## src/rtl/core/rgta_pkg.sv

```systemverilog
// ----------------------------------------------------------------------------
// rgta_pkg
// Shared types, constants and helpers of the RDS group text assembler.
// ----------------------------------------------------------------------------
package rgta_pkg;

   localparam int TEXT_LEN  = 64;
   localparam int NAME_LEN  = 8;
   localparam int ROW_BYTES = 4;
   localparam int ROWS      = TEXT_LEN / ROW_BYTES;
   localparam int ROW_W     = $clog2(ROWS);

   // commands
   localparam logic [1:0] CMD_GROUP = 2'd0;
   localparam logic [1:0] CMD_READ  = 2'd1;
   localparam logic [1:0] CMD_CLEAR = 2'd2;

   // group types handled
   localparam logic [3:0] GROUP_PS = 4'd0;
   localparam logic [3:0] GROUP_RT = 4'd2;

   localparam logic [7:0] CHAR_NUL   = 8'h00;
   localparam logic [7:0] CHAR_CR    = 8'h0D;
   localparam logic [7:0] CHAR_SPACE = 8'h20;
   localparam logic [7:0] PRINT_LO   = 8'd32;
   localparam logic [7:0] PRINT_HI   = 8'd126;

   localparam logic [4:0] MIN_SEG_RESET = 5'd4;

   typedef logic [ROW_BYTES-1:0][7:0] row_type;

   typedef struct packed {
      logic    version_b;
      logic    half;
      row_type chars;
   } merge_req_type;

   typedef struct packed {
      logic             en;
      logic [ROW_W-1:0] row;
      row_type          data;
   } ram_wr_type;

   function automatic logic printable(input logic [7:0] c);
      return (c >= PRINT_LO) && (c <= PRINT_HI);
   endfunction

   function automatic logic [2:0] nibble_count(input logic [3:0] n);
      return {2'b00, n[0]} + {2'b00, n[1]} + {2'b00, n[2]} + {2'b00, n[3]};
   endfunction

   function automatic logic [4:0] popcount16(input logic [15:0] v);
      return {2'b00, nibble_count(v[3:0])}  + {2'b00, nibble_count(v[7:4])}
           + {2'b00, nibble_count(v[11:8])} + {2'b00, nibble_count(v[15:12])};
   endfunction

   // text contents of a row after reset or wipe
   function automatic row_type reset_row(input logic [ROW_W-1:0] row);
      row_type r;
      r = {ROW_BYTES{CHAR_SPACE}};
      if (row == '0) begin
         r[0] = CHAR_NUL;
      end
      return r;
   endfunction

endpackage

```

## src/rtl/core/rgta_text_ram.sv

```systemverilog
// ----------------------------------------------------------------------------
// rgta_text_ram
// Radiotext row memory: one write port, one registered read port.
// ----------------------------------------------------------------------------
module rgta_text_ram (
   input  logic                      clock,
   input  rgta_pkg::ram_wr_type      wr,
   input  logic                      rd_en,
   input  logic [rgta_pkg::ROW_W-1:0] rd_row,
   output rgta_pkg::row_type         rd_data
);

   rgta_pkg::row_type row_mem_ff [rgta_pkg::ROWS];
   rgta_pkg::row_type rd_data_ff;

   always_ff @(posedge clock) begin
      if (wr.en) begin
         row_mem_ff[wr.row] <= wr.data;
      end
      if (rd_en) begin
         rd_data_ff <= row_mem_ff[rd_row];
      end
   end

   assign rd_data = rd_data_ff;

endmodule

```

## src/rtl/core/rgta_row_merge.sv

```systemverilog
// ----------------------------------------------------------------------------
// rgta_row_merge
// Merges the characters of one group into a radiotext row.
// ----------------------------------------------------------------------------
module rgta_row_merge (
   input  rgta_pkg::row_type       old_row,
   input  rgta_pkg::merge_req_type req,
   output rgta_pkg::row_type       new_row,
   output logic                    cr_seen
);

   // chars go in order; any char but the first is dropped after a NUL entry
   always_comb begin
      rgta_pkg::row_type cur;
      logic [1:0]        start;
      logic [1:0]        pos;
      logic              cr;
      cur   = old_row;
      cr    = 1'b0;
      pos   = 2'd0;
      start = req.version_b ? {req.half, 1'b0} : 2'd0;
      for (int k = 0; k < rgta_pkg::ROW_BYTES; k++) begin
         if (!req.version_b || k < 2) begin
            pos = start + 2'(k);
            if (k == 0 || cur[pos - 2'd1] != rgta_pkg::CHAR_NUL) begin
               if (req.chars[k] == rgta_pkg::CHAR_CR) begin
                  cur[pos] = rgta_pkg::CHAR_NUL;
                  cr       = 1'b1;
               end else if (rgta_pkg::printable(req.chars[k])) begin
                  cur[pos] = req.chars[k];
               end else begin
                  cur[pos] = rgta_pkg::CHAR_SPACE;
               end
            end
         end
      end
      new_row = cur;
      cr_seen = cr;
   end

endmodule

```

## src/rtl/core/rds_group_text_assembler.sv

```systemverilog
// ----------------------------------------------------------------------------
// rds_group_text_assembler
// Builds station name and radiotext from decoded RDS groups; serves reads.
// ----------------------------------------------------------------------------
// Pipeline: the stage 1 register holds each transfer until commit, when the
//   merge result loads the output register; the response transfer follows.
// Throughput: one item per cycle unless the response stalls, set by the row
//   read at accept and the stage 1 merge and text RAM write-back (forwarding).
// Reset (synchronous): clears control, flags and the per-row valid bits; an
//   invalid row reads as its reset text, so no clearing pass is needed.
// ----------------------------------------------------------------------------
module rds_group_text_assembler (
   input  logic        clock,
   input  logic        reset,
   // configuration
   input  logic        csr_valid,
   output logic        csr_ready,
   input  logic [4:0]  csr_min_ready_segments,
   // request
   input  logic        req_valid,
   output logic        req_ready,
   input  logic [1:0]  req_command,
   input  logic        req_group_valid,
   input  logic [15:0] req_block_b,
   input  logic [15:0] req_block_c,
   input  logic [15:0] req_block_d,
   input  logic [6:0]  req_text_index,
   // response
   output logic        rsp_valid,
   input  logic        rsp_ready,
   output logic        rsp_group_taken,
   output logic [3:0]  rsp_group_kind,
   output logic [4:0]  rsp_program_type,
   output logic        rsp_traffic_program,
   output logic        rsp_text_ready,
   output logic [15:0] rsp_segments_seen,
   output logic        rsp_text_cleared,
   output logic [7:0]  rsp_char_out
);

   localparam int RW = rgta_pkg::ROW_W;
   localparam int NL = rgta_pkg::NAME_LEN;

   // ---- configuration register -------------------------------------------
   logic [4:0] min_seg_ff, min_seg_in;

   assign csr_ready = 1'b1;
   assign min_seg_in = csr_valid ? csr_min_ready_segments : min_seg_ff;

   // ---- pipeline control --------------------------------------------------
   // Stage 0 (accept): issue the row read. Stage 1: merge, write back and
   // load the output register. The output register decouples rsp stalls.
   logic s1_valid_ff, s1_valid_in;
   logic rsp_valid_ff, rsp_valid_in;
   logic accept, commit;

   assign commit    = s1_valid_ff && (!rsp_valid_ff || rsp_ready);
   assign req_ready = !s1_valid_ff || commit;
   assign accept    = req_valid && req_ready;

   assign s1_valid_in  = accept ? 1'b1 : (commit ? 1'b0 : s1_valid_ff);
   assign rsp_valid_in = commit ? 1'b1 : (rsp_ready ? 1'b0 : rsp_valid_ff);

   // ---- stage 0: row address ----------------------------------------------
   logic [RW-1:0] rd_row;

   // reads use the index; 2B uses seg/2, 2A uses seg
   always_comb begin
      if (req_command == rgta_pkg::CMD_READ) begin
         rd_row = req_text_index[5:2];
      end else if (req_block_b[11]) begin
         rd_row = {1'b0, req_block_b[3:1]};
      end else begin
         rd_row = req_block_b[3:0];
      end
   end

   // ---- stage 1 payload ---------------------------------------------------
   logic [1:0]    s1_command_ff;
   logic          s1_group_valid_ff;
   logic [15:0]   s1_block_b_ff;
   logic [15:0]   s1_block_c_ff;
   logic [15:0]   s1_block_d_ff;
   logic [6:0]    s1_index_ff;
   logic [RW-1:0] s1_row_ff;

   always_ff @(posedge clock) begin
      if (accept) begin
         s1_command_ff     <= req_command;
         s1_group_valid_ff <= req_group_valid;
         s1_block_b_ff     <= req_block_b;
         s1_block_c_ff     <= req_block_c;
         s1_block_d_ff     <= req_block_d;
         s1_index_ff       <= req_text_index;
         s1_row_ff         <= rd_row;
      end
   end

   // ---- state registers ---------------------------------------------------
   logic [NL-1:0][7:0]  name_ff, name_in;
   logic [15:0]         mask_ff, mask_in;
   logic [1:0]          last_ab_ff, last_ab_in;   // [1] seen, [0] flag
   logic                ready_ff, ready_in;
   logic                eos_ff, eos_in;           // last entry forced NUL
   logic [4:0]          pty_ff, pty_in;
   logic                tp_ff, tp_in;
   logic [rgta_pkg::ROWS-1:0] valid_ff, valid_in; // row holds written data

   // forwarding of a write-back to the row read in the same cycle
   logic              fwd_hit_ff, fwd_hit_in;
   rgta_pkg::row_type fwd_data_ff;

   // ---- text RAM ----------------------------------------------------------
   rgta_pkg::ram_wr_type ram_wr;
   rgta_pkg::row_type    ram_rd_data;

   rgta_text_ram u_text_ram (
      .clock   (clock),
      .wr      (ram_wr),
      .rd_en   (accept),
      .rd_row  (rd_row),
      .rd_data (ram_rd_data)
   );

   // ---- stage 1 decode ----------------------------------------------------
   logic       is_group, is_ps, is_rt, is_clear, is_read;
   logic       ab_flip, wipe;
   logic [3:0] kind;

   assign kind     = s1_block_b_ff[15:12];
   assign is_group = (s1_command_ff == rgta_pkg::CMD_GROUP) && s1_group_valid_ff;
   assign is_ps    = is_group && (kind == rgta_pkg::GROUP_PS);
   assign is_rt    = is_group && (kind == rgta_pkg::GROUP_RT);
   assign is_clear = (s1_command_ff == rgta_pkg::CMD_CLEAR);
   assign is_read  = (s1_command_ff == rgta_pkg::CMD_READ);
   assign ab_flip  = is_rt && last_ab_ff[1] && (last_ab_ff[0] != s1_block_b_ff[4]);
   assign wipe     = ab_flip || is_clear;

   // effective old row: wiped or never-written rows read as reset text
   rgta_pkg::row_type eff_row;

   always_comb begin
      if (wipe || !valid_ff[s1_row_ff]) begin
         eff_row = rgta_pkg::reset_row(s1_row_ff);
      end else if (fwd_hit_ff) begin
         eff_row = fwd_data_ff;
      end else begin
         eff_row = ram_rd_data;
      end
      if (eos_ff && !wipe && s1_row_ff == RW'(rgta_pkg::ROWS - 1)) begin
         eff_row[rgta_pkg::ROW_BYTES-1] = rgta_pkg::CHAR_NUL;
      end
   end

   // ---- row merge ---------------------------------------------------------
   rgta_pkg::merge_req_type merge_req;
   rgta_pkg::row_type       new_row;
   logic                    cr_seen;

   always_comb begin
      merge_req.version_b = s1_block_b_ff[11];
      merge_req.half      = s1_block_b_ff[0];
      if (s1_block_b_ff[11]) begin
         merge_req.chars = {16'h0000, s1_block_d_ff[7:0], s1_block_d_ff[15:8]};
      end else begin
         merge_req.chars = {s1_block_d_ff[7:0], s1_block_d_ff[15:8],
                            s1_block_c_ff[7:0], s1_block_c_ff[15:8]};
      end
   end

   rgta_row_merge u_row_merge (
      .old_row (eff_row),
      .req     (merge_req),
      .new_row (new_row),
      .cr_seen (cr_seen)
   );

   assign ram_wr.en   = commit && is_rt;
   assign ram_wr.row  = s1_row_ff;
   assign ram_wr.data = new_row;

   assign fwd_hit_in = accept ? (ram_wr.en && (s1_row_ff == rd_row)) : fwd_hit_ff;

   // ---- segment readiness -------------------------------------------------
   logic [15:0] mask_rt;
   logic        ready_pre, seg_ready;

   assign mask_rt   = (wipe ? 16'h0000 : mask_ff) | (16'(1) << s1_block_b_ff[3:0]);
   assign ready_pre = (!wipe && ready_ff) || cr_seen;
   assign seg_ready = !ready_pre && (rgta_pkg::popcount16(mask_rt) >= min_seg_ff);

   // ---- next state --------------------------------------------------------
   logic [1:0] ps_addr;

   assign ps_addr = s1_block_b_ff[1:0];

   always_comb begin
      name_in    = name_ff;
      mask_in    = mask_ff;
      last_ab_in = last_ab_ff;
      ready_in   = ready_ff;
      eos_in     = eos_ff;
      pty_in     = pty_ff;
      tp_in      = tp_ff;
      valid_in   = valid_ff;
      if (commit) begin
         if (is_clear) begin
            name_in    = {NL{rgta_pkg::CHAR_SPACE}};
            mask_in    = '0;
            last_ab_in = '0;
            ready_in   = 1'b0;
            eos_in     = 1'b0;
            valid_in   = '0;
         end else if (is_group) begin
            pty_in = s1_block_b_ff[9:5];
            tp_in  = s1_block_b_ff[10];
            if (is_ps) begin
               if (rgta_pkg::printable(s1_block_d_ff[15:8])) begin
                  name_in[{ps_addr, 1'b0}] = s1_block_d_ff[15:8];
               end
               if (rgta_pkg::printable(s1_block_d_ff[7:0])) begin
                  name_in[{ps_addr, 1'b1}] = s1_block_d_ff[7:0];
               end
            end
            if (is_rt) begin
               last_ab_in = {1'b1, s1_block_b_ff[4]};
               if (ab_flip) begin
                  valid_in = '0;
               end
               valid_in[s1_row_ff] = 1'b1;
               mask_in  = mask_rt;
               ready_in = ready_pre || seg_ready;
               // write-back of the last row carries its current last entry
               if (seg_ready) begin
                  eos_in = 1'b1;
               end else if (wipe || s1_row_ff == RW'(rgta_pkg::ROWS - 1)) begin
                  eos_in = 1'b0;
               end
            end
         end
      end
   end

   // ---- read data ---------------------------------------------------------
   logic [7:0] char_val;

   always_comb begin
      if (!is_read) begin
         char_val = rgta_pkg::CHAR_NUL;
      end else if (!s1_index_ff[6]) begin
         char_val = eff_row[s1_index_ff[1:0]];
      end else if (s1_index_ff[5:3] == 3'd0) begin
         char_val = name_ff[s1_index_ff[2:0]];
      end else begin
         char_val = rgta_pkg::CHAR_NUL;
      end
   end

   // ---- registers ---------------------------------------------------------
   always_ff @(posedge clock) begin
      if (reset) begin
         min_seg_ff   <= rgta_pkg::MIN_SEG_RESET;
         s1_valid_ff  <= 1'b0;
         rsp_valid_ff <= 1'b0;
         name_ff      <= {NL{rgta_pkg::CHAR_SPACE}};
         mask_ff      <= '0;
         last_ab_ff   <= '0;
         ready_ff     <= 1'b0;
         eos_ff       <= 1'b0;
         pty_ff       <= '0;
         tp_ff        <= 1'b0;
         valid_ff     <= '0;
         fwd_hit_ff   <= 1'b0;
      end else begin
         min_seg_ff   <= min_seg_in;
         s1_valid_ff  <= s1_valid_in;
         rsp_valid_ff <= rsp_valid_in;
         name_ff      <= name_in;
         mask_ff      <= mask_in;
         last_ab_ff   <= last_ab_in;
         ready_ff     <= ready_in;
         eos_ff       <= eos_in;
         pty_ff       <= pty_in;
         tp_ff        <= tp_in;
         valid_ff     <= valid_in;
         fwd_hit_ff   <= fwd_hit_in;
      end
   end

   always_ff @(posedge clock) begin
      if (accept) begin
         fwd_data_ff <= new_row;
      end
   end

   // ---- output register ---------------------------------------------------
   logic        rsp_taken_ff;
   logic [3:0]  rsp_kind_ff;
   logic [4:0]  rsp_pty_ff;
   logic        rsp_tp_ff;
   logic        rsp_ready_flag_ff;
   logic [15:0] rsp_mask_ff;
   logic        rsp_cleared_ff;
   logic [7:0]  rsp_char_ff;

   always_ff @(posedge clock) begin
      if (commit) begin
         rsp_taken_ff      <= is_group;
         rsp_kind_ff       <= is_group ? kind : 4'd0;
         rsp_pty_ff        <= pty_in;
         rsp_tp_ff         <= tp_in;
         rsp_ready_flag_ff <= ready_in;
         rsp_mask_ff       <= mask_in;
         rsp_cleared_ff    <= wipe;
         rsp_char_ff       <= char_val;
      end
   end

   assign rsp_valid           = rsp_valid_ff;
   assign rsp_group_taken     = rsp_taken_ff;
   assign rsp_group_kind      = rsp_kind_ff;
   assign rsp_program_type    = rsp_pty_ff;
   assign rsp_traffic_program = rsp_tp_ff;
   assign rsp_text_ready      = rsp_ready_flag_ff;
   assign rsp_segments_seen   = rsp_mask_ff;
   assign rsp_text_cleared    = rsp_cleared_ff;
   assign rsp_char_out        = rsp_char_ff;

   // ---- assertions --------------------------------------------------------
`ifndef ASSERT_OFF
   a_eos_needs_ready: assert property (@(posedge clock) disable iff (reset)
      eos_ff |-> ready_ff)
      else $error("last entry forced NUL without text ready");

   a_clear_wipes: assert property (@(posedge clock) disable iff (reset)
      (commit && is_clear) |=> (valid_ff == '0 && mask_ff == '0 && !ready_ff
                                && last_ab_ff == '0 && !eos_ff))
      else $error("clear command left text state behind");

   a_kind_needs_group: assert property (@(posedge clock) disable iff (reset)
      (rsp_valid && !rsp_group_taken) |-> (rsp_group_kind == 4'd0))
      else $error("group kind reported without a processed group");

   a_reset_empty: assert property (@(posedge clock)
      (!reset && $past(reset)) |-> (valid_ff == '0 && !s1_valid_ff && !rsp_valid_ff))
      else $error("pipeline or row valid bits not cleared by reset");
`endif

endmodule
```

## config.mk

```make
export PLATFORM = sky130hd
export DESIGN_NAME = rds_group_text_assembler
export DESIGN_NICKNAME = d
export VERILOG_FILES = /design/src/rtl/core/rgta_pkg.sv /design/src/rtl/core/rgta_text_ram.sv /design/src/rtl/core/rgta_row_merge.sv /design/src/rtl/core/rds_group_text_assembler.sv
export SDC_FILE = /design/constraint.sdc
export NUM_CORES = 1
export LEC_CHECK = 0
export BUFFER_PORTS_ARGS = -buffer_cell sky130_fd_sc_hd__buf_2
export CAP_MARGIN = 20
export CORE_ASPECT_RATIO = 0.8
export CORE_MARGIN = 3
export CORE_UTILIZATION = 36
export CTS_BUF_LIST = sky130_fd_sc_hd__clkbuf_4 sky130_fd_sc_hd__clkbuf_8
export DETAILED_ROUTE_END_ITERATION = 8
export PLACE_DENSITY = 0.62
export SYNTH_ARGS = -nofsm -noshare
export SYNTH_HDL_FRONTEND = slang
export SYNTH_HIERARCHICAL = 1
export SYNTH_SLANG_ARGS = --single-unit
```

## constraint.sdc

```tcl
create_clock -name clock -period 17.23 [get_ports clock]
set_input_delay 0.8615 -clock clock [delete_from_list [all_inputs] [get_ports clock]]
set_output_delay 0.8615 -clock clock [all_outputs]
set_load 0.05 [all_outputs]
```

# Word level (Yosys, flattened, before mapping)
# Memory sizes are Yosys's and may differ from the RTL's. A register that Yosys moved wholly into a read port is not among the register bits.
# Cells that the tools add are included.
[op_classes]
multipliers = 0
shifts = 1
order_cmp = 32
n_mux = 110
n_eq_ne = 11
div_mod_pow = 0
n_bitwise = 22
addsub = 21
reduce_logical = 54
[op_table]
columns = ["operator", "count"]
rows = [
  ["2-to-1 mux 64 bit", 9],
  ["2-to-1 mux 32 bit", 16],
  ["2-to-1 mux 16 bit", 13],
  ["AND 32 bit", 4],
  ["bitwise mux 32 bit", 4],
  ["bitwise mux 64 bit", 2],
  ["NOT 32 bit", 4],
  ["AND 28 bit", 4],
  ["2-to-1 mux 8 bit", 14],
  ["NOT 28 bit", 4],
  ["demux 8 bit (select 2 bit)", 6],
  ["binary-select mux 8 bit (select 2 bit)", 4],
  ["greater-or-equal comparator 8 x 6 -> 1 bit, second input constant", 6],
  ["<= comparator 8 x 7 -> 1 bit, second input constant", 6],
  ["equality test 8 x 4 -> 1 bit, second input constant", 4],
  ["bitwise OR 16 bit", 2],
  ["2-to-1 mux 1 bit", 29],
  ["logical AND 1 bit", 26],
  ["binary-select mux 8 bit (select 3 bit)", 1],
  ["less-than comparator 2 x 3 -> 1 bit, second input constant", 8],
  ["nonzero test 8 bit", 3],
  ["bitwise OR 4 bit", 4],
  ["left shift 1 x 4 -> 16 bit, first input constant", 1],
  ["2-to-1 mux 5 bit", 3],
  ["35 further kinds", 74],
]
[word_totals]
memories = 1
ff_bits = 245
elab_cells = 290
input_bits = 68
mem_bits_ro = 0
latchBits = 0
ramBits = 512
output_inout_bits = 40
[mem_list]
columns = ["name", "words", "width", "rd", "rd_clocked_by_memory_dff", "wr", "line_no", "source"]
rows = [
  ["u_text_ram.row_mem_ff", 16, 32, 1, 1, 1, "rgta_text_ram.sv:13", "rgta_pkg::row_type row_mem_ff [rgta_pkg::ROWS];"],
]

# Logic depth before layout (Yosys ltp)
[depth]
depth_word = 35
depth_mapped = 21
ltp_nobuf = 19

# Cells and area by module
# The synthesis kept the hierarchy.
[by_module_without_submodules]
columns = ["mod", "cells_each", "seq_area_each_um2", "n_inst", "area_per_inst_um2"]
rows = [
  ["rgta_text_ram", 838, 16335.7, 1, 20174.3],
  ["rds_group_text_assembler", 954, 6216.0, 1, 11217.0],
  ["rgta_row_merge", 156, 0.0, 1, 1088.5],
]

# Worst setup path before layout
# No wires, ideal clock.
[synth_timing]
path_type = "input to register"
from = "input port rsp_ready"
to = "memory u_text_ram/row_mem_ff[0][0] in the netlist's numbering (enable)"
cell_stages = 8
path_buffers = 2
t_arrival_ns = 5.848
slack_ns = 10.921
setup_ns = 0.461
t_required_ns = 16.769
cell_sequence = "nor2b_1 > nor2b_1 > clkbuf_1 > nand2_1 > inv_1 > clkbuf_1 > or3b_2 > nor3_1"
[synth_lines]
columns = ["element", "line_no", "source"]
rows = [
  ["start, declared", "rds_group_text_assembler.sv:30", "input logic rsp_ready,"],
  ["end, declared", "rgta_text_ram.sv:13", ""],
]

# Final worst setup path
[layout_timing]
from = "register s1_command_ff[1]"
to = "register rsp_ready_flag_ff, in the netlist rsp_text_ready, data pin"
[layout_between]
elab_chain_cells = 35
elab_cells_between_ends = 77
classes_between = "add/sub (15); order compare (1); eq/ne (1); mux (32); bitwise (10); reduce/logical (18)"
[layout_rtl]
columns = ["element", "line_no", "source"]
rows = [
  ["start, declared", "rds_group_text_assembler.sv:79", "logic [1:0] s1_command_ff;"],
  ["start signal, assigned", "rds_group_text_assembler.sv:89", "s1_command_ff <= req_command;"],
  ["branches (longest 33 deep; another with adder 3 x 3 -> 4 bit)", "n/a", ""],
  ["2-to-1 mux 1 bit *", "rds_group_text_assembler.sv:207", "if (is_clear) begin"],
  ["2-to-1 mux 1 bit *", "rds_group_text_assembler.sv:206", "if (commit) begin"],
  ["named net ready_in", "rds_group_text_assembler.sv:103", "logic ready_ff, ready_in;"],
  ["end signal, assigned", "rds_group_text_assembler.sv:312", "rsp_ready_flag_ff <= ready_in;"],
  ["end, declared", "rds_group_text_assembler.sv:301", "logic rsp_ready_flag_ff;"],
]
# Mark *: on every way through the listed nets, which the timed path passes. The select of a mux whose other input is x is not followed.
# A chain may end at the register's enable or synchronous reset.

==> flow_summary_export.csv <==
group,metric,value,unit
timing,hold_viol_final,0,
place,io_buffers,106,
critical_path,cp_slowest_cell,"nor2b_1",
cts,cts_tree,"built",
global_route,grt_max_degree,107,
floorplan,io_pins,108,
timing,worst_hold_slack,0.240,ns
timing,setup_viol,0,
place,gp_congestion,0.927,
cells_and_area,nNetsFinal,2218,
route,vias,18700,
synthesis,synth-compound-area-share,0.0566,
place,post-dp-hpwl,49000,µm
synthesis,synth_xor_area_frac,0.00189,
timing,fmax,156,MHz
cts,hold_buffers,0,
job,drv_cap,0,
worst_hold_path,hp-start,"req_block_c[10]",
critical_path,path_class,"reg2reg",
floorplan,core_area,0.0885,mm²
critical_path,critical-path-max-stage-delay,0.80,ns
timing,fin_setup_tns,0,ns
global_route,gr-total-overflow,0,
synthesis,yosysMostFrequentCell,"edfxtp_1",
cells_and_area,syn_to_final_growth,14.7,%
synthesis,ys.flop_type,"edfxtp_1",
outcome,run_status,"complete, no violations",
critical_path,crit_chain,"nor2b_1, a41oi_2, a22o_1, fa_1, fa_1, inv_1, fa_1, inv_1, fa_1, ha_1, fa_1, a21oi_1, nor2b_1, ha_1, a21oi_1, o21ai_0, o21ai_0, nand2_1",
global_route,grt_pass1_vias,18900,
critical_path,crit-reg2reg-launch,"s1_command_ff[1]",
cts,clk_pin_slew,0.06,ns
synthesis,synth_area,0.0325,mm²
floorplan,start_util,0.367,
floorplan,die_w,342,µm
route,wl,83700,µm
timing,tightest_slew,1.07,ns
cells_and_area,utilization,0.421,
route,drt_iter0_markers,2000,
cts,htree_levels,4,
route,drtAntennaViolNets,0,
route,drc,0,
synthesis,ys_warn_count,6,
critical_path,cp.arrival,6.93,ns
synthesis,netlist_instances,1948,
critical_path,cp_common_cell,"fa_1",
synthesis,synth-seq-area-share,0.694,
cts,cts_root_buf,"clkbuf_8",
cts,clk-insertion-delay-late,0.80,ns
critical_path,crit_fanout,23,
synthesis,syn_area_per_cell,16.7,µm²
timing,period_needed,6.40,ns
power_and_ir_drop,leakagePower,12.2,nW
timing,clock_skew,0.0469,ns
route,dr.pass1.iters,5,
synthesis,synthMuxAreaShare,0.146,
critical_path,end_kind,"register",
floorplan,fp.dieH,275,µm
cts,cts_setup_buffers,0,
floorplan,row_count,97,
synthesis,postSynth.asyncResetShare,0,
synthesis,synth_common_cells,"edfxtp_1 (675), nor2_1 (159), mux4_2 (152)",
cts,clkSinkCount,789,
power_and_ir_drop,power.density,111,mW/mm²
synthesis,synth-adder-area-share,0.0100,
timing,min_period_over_period,0.371,
worst_hold_path,min_path_type,"in2reg",
synthesis,synth_top_family_by_area,"multiplexers",
power_and_ir_drop,ir_worst_vdd,54.5,µV
cells_and_area,drive_above_1_share,0.278,
synthesis,synth.top_cell.area_share,0.624,
floorplan,die-area,0.0939,mm²
synthesis,synth_edf_count,675,
critical_path,cp.required,17.76,ns
synthesis,synth-simple-area-share,0.0703,
timing,relSlewSlack,0.284,
cts,cts_buffers,130,
global_route,grt_pass1_wl,123000,µm
route,vias_per_cell,5.47,
timing,slew_violations,0,
critical_path,start_kind,"register",
synthesis,synth_cell_types,84,
synthesis,yosys.area.top_type,"edfxtp_1",
global_route,antenna_found_initial,3,
synthesis,synth_nets,2036,
cts,cts_max_path_buffers,3,
critical_path,startpoint,"s1_command_ff[1]",
route,drt-wirelength-per-cell,24.5,µm
timing,rsz0062_at_grt,"false",
cts,ctsResizeCount,0,
synthesis,synth_top_cells_by_area,"edfxtp_1 (62%), mux4_2 (11%), dfxtp_1 (7.0%), mux2i_1 (2.7%), nor2_1 (1.8%)",
synthesis,synth-seq-cells,789,
global_route,track_usage,0.178,
[state kept, by name, indices dropped and copies added, names as in the netlist, 5 cells and up]
| signal | cells |
|---|---|
| mask_ff | 16 |
| pty_ff | 5 |
| rsp_char_out | 8 |
| valid_ff | 16 |
| s1_block_c_ff | 16 |
| name_ff | 64 |
| u_text_ram/rd_data | 32 |
| rsp_segments_seen | 16 |
| s1_block_b_ff | 16 |
| rsp_program_type | 5 |
| u_text_ram/row_mem_ff | 512 |
| fwd_data_ff | 32 |
| min_seg_ff | 5 |
| s1_block_d_ff | 16 |
| s1_index_ff | 7 |
[cells by family (layout without fill, tap and decap cells)]
logic type / Yosys count / after routing
XOR/XNOR: 7 / 7
adder cells (fa/ha/maj): 20 / 20
flip-flops: 789 / 789
AND/OR/NAND/NOR: 465 / 465
buffers and inverters: 143 / 425
other: 1 / 4
multiplexers: 274 / 274
AO/OA/AOI/OAI: 249 / 249
[report_power, final]
group | internal (mW) | switching, mW
Clock | 0.947 | 0.779
Combinational | 0.105 | 0.191
Sequential | 2.11 | 0.0238
Total | 3.16 | 0.994
[final cells by class]
class                   instances  area, µm²
flip-flops and latches        789      22600
clock buffers                 167       2070
repair buffers                152        896
clock inverters                65        676
well taps                    1188       1490
inverters                      41        159
multi-input cells            1016       9420
diodes                          3       7.51
fillers                      7793      51200
[per-layer routing]
layer	routed length (µm)	vias to the layer above	GRT usage	part of all wire
met5	13	-	0	0.00016
met1	36400	9690	0.249	0.44
met3	6350	150	0.0389	0.076
met4	2170	2	0.0629	0.026
met2	38700	817	0.276	0.46
li1	-	8055	-	-
[path summary, 6_finish.rpt]
kind / endpoint / slack (ns) / cells past startpoint
min reg2reg: valid_ff[3] / 0.45 / 2
max: rsp_text_ready / 10.83 / 18
max reg2reg: rsp_text_ready / 10.83 / 18
min: s1_block_c_ff[10] / 0.24 / 1
[cell usage in the layout, fill, tap and decap left out, drive strengths merged, types with 6 or more instances in the layout]
cell | synthesis | final
clkbuf | 52 | 167
nand2 | 131 | 131
and2 | 32 | 32
nor2b | 27 | 27
a21oi | 52 | 52
dfxtp | 114 | 114
mux2i | 90 | 90
o21ai | 36 | 36
and3 | 12 | 12
fa | 10 | 10
nand2b | 11 | 11
inv | 41 | 52
bufinv | 0 | 9
mux2 | 29 | 29
a22oi | 77 | 77
a32oi | 8 | 8
a211oi | 6 | 6
nand3 | 22 | 22
o32ai | 21 | 21
ha | 10 | 10
nor3b | 13 | 13
edfxtp | 675 | 675
a22o | 21 | 21
or2 | 9 | 9
nor2 | 164 | 164
nor3 | 15 | 15
o221ai | 6 | 6
mux4 | 155 | 155
clkinv | 0 | 43
buf | 50 | 152
[worst max-delay path, delay by kind of cell (launching register included)]
family / cells / cell delay, ns
DFF: 1 / 0.49
AOI/OAI and AO/OA: 6 / 1.75
buffers and inverters: 2 / 0.10
adders and majority gates: 7 / 2.86
and+or+nand+nor: 3 / 0.95
[through the flow]
step | cells | cell area [µm²] | worst slack, ns | power, mW
after global placement | 3177 | 34400 | 10.88 | 2.46
final | 3421 | 37300 | 10.83 | 4.15
after detailed placement | 3179 | 34500 | 10.91 | 2.46
after floorplan | 1948 | 32500 | 10.92 | 2.37
after CTS | 3411 | 37200 | 10.92 | 4.20
after global routing | 3420 | 37300 | 10.46 | 4.31
Power figures use the tool's default switching activity.
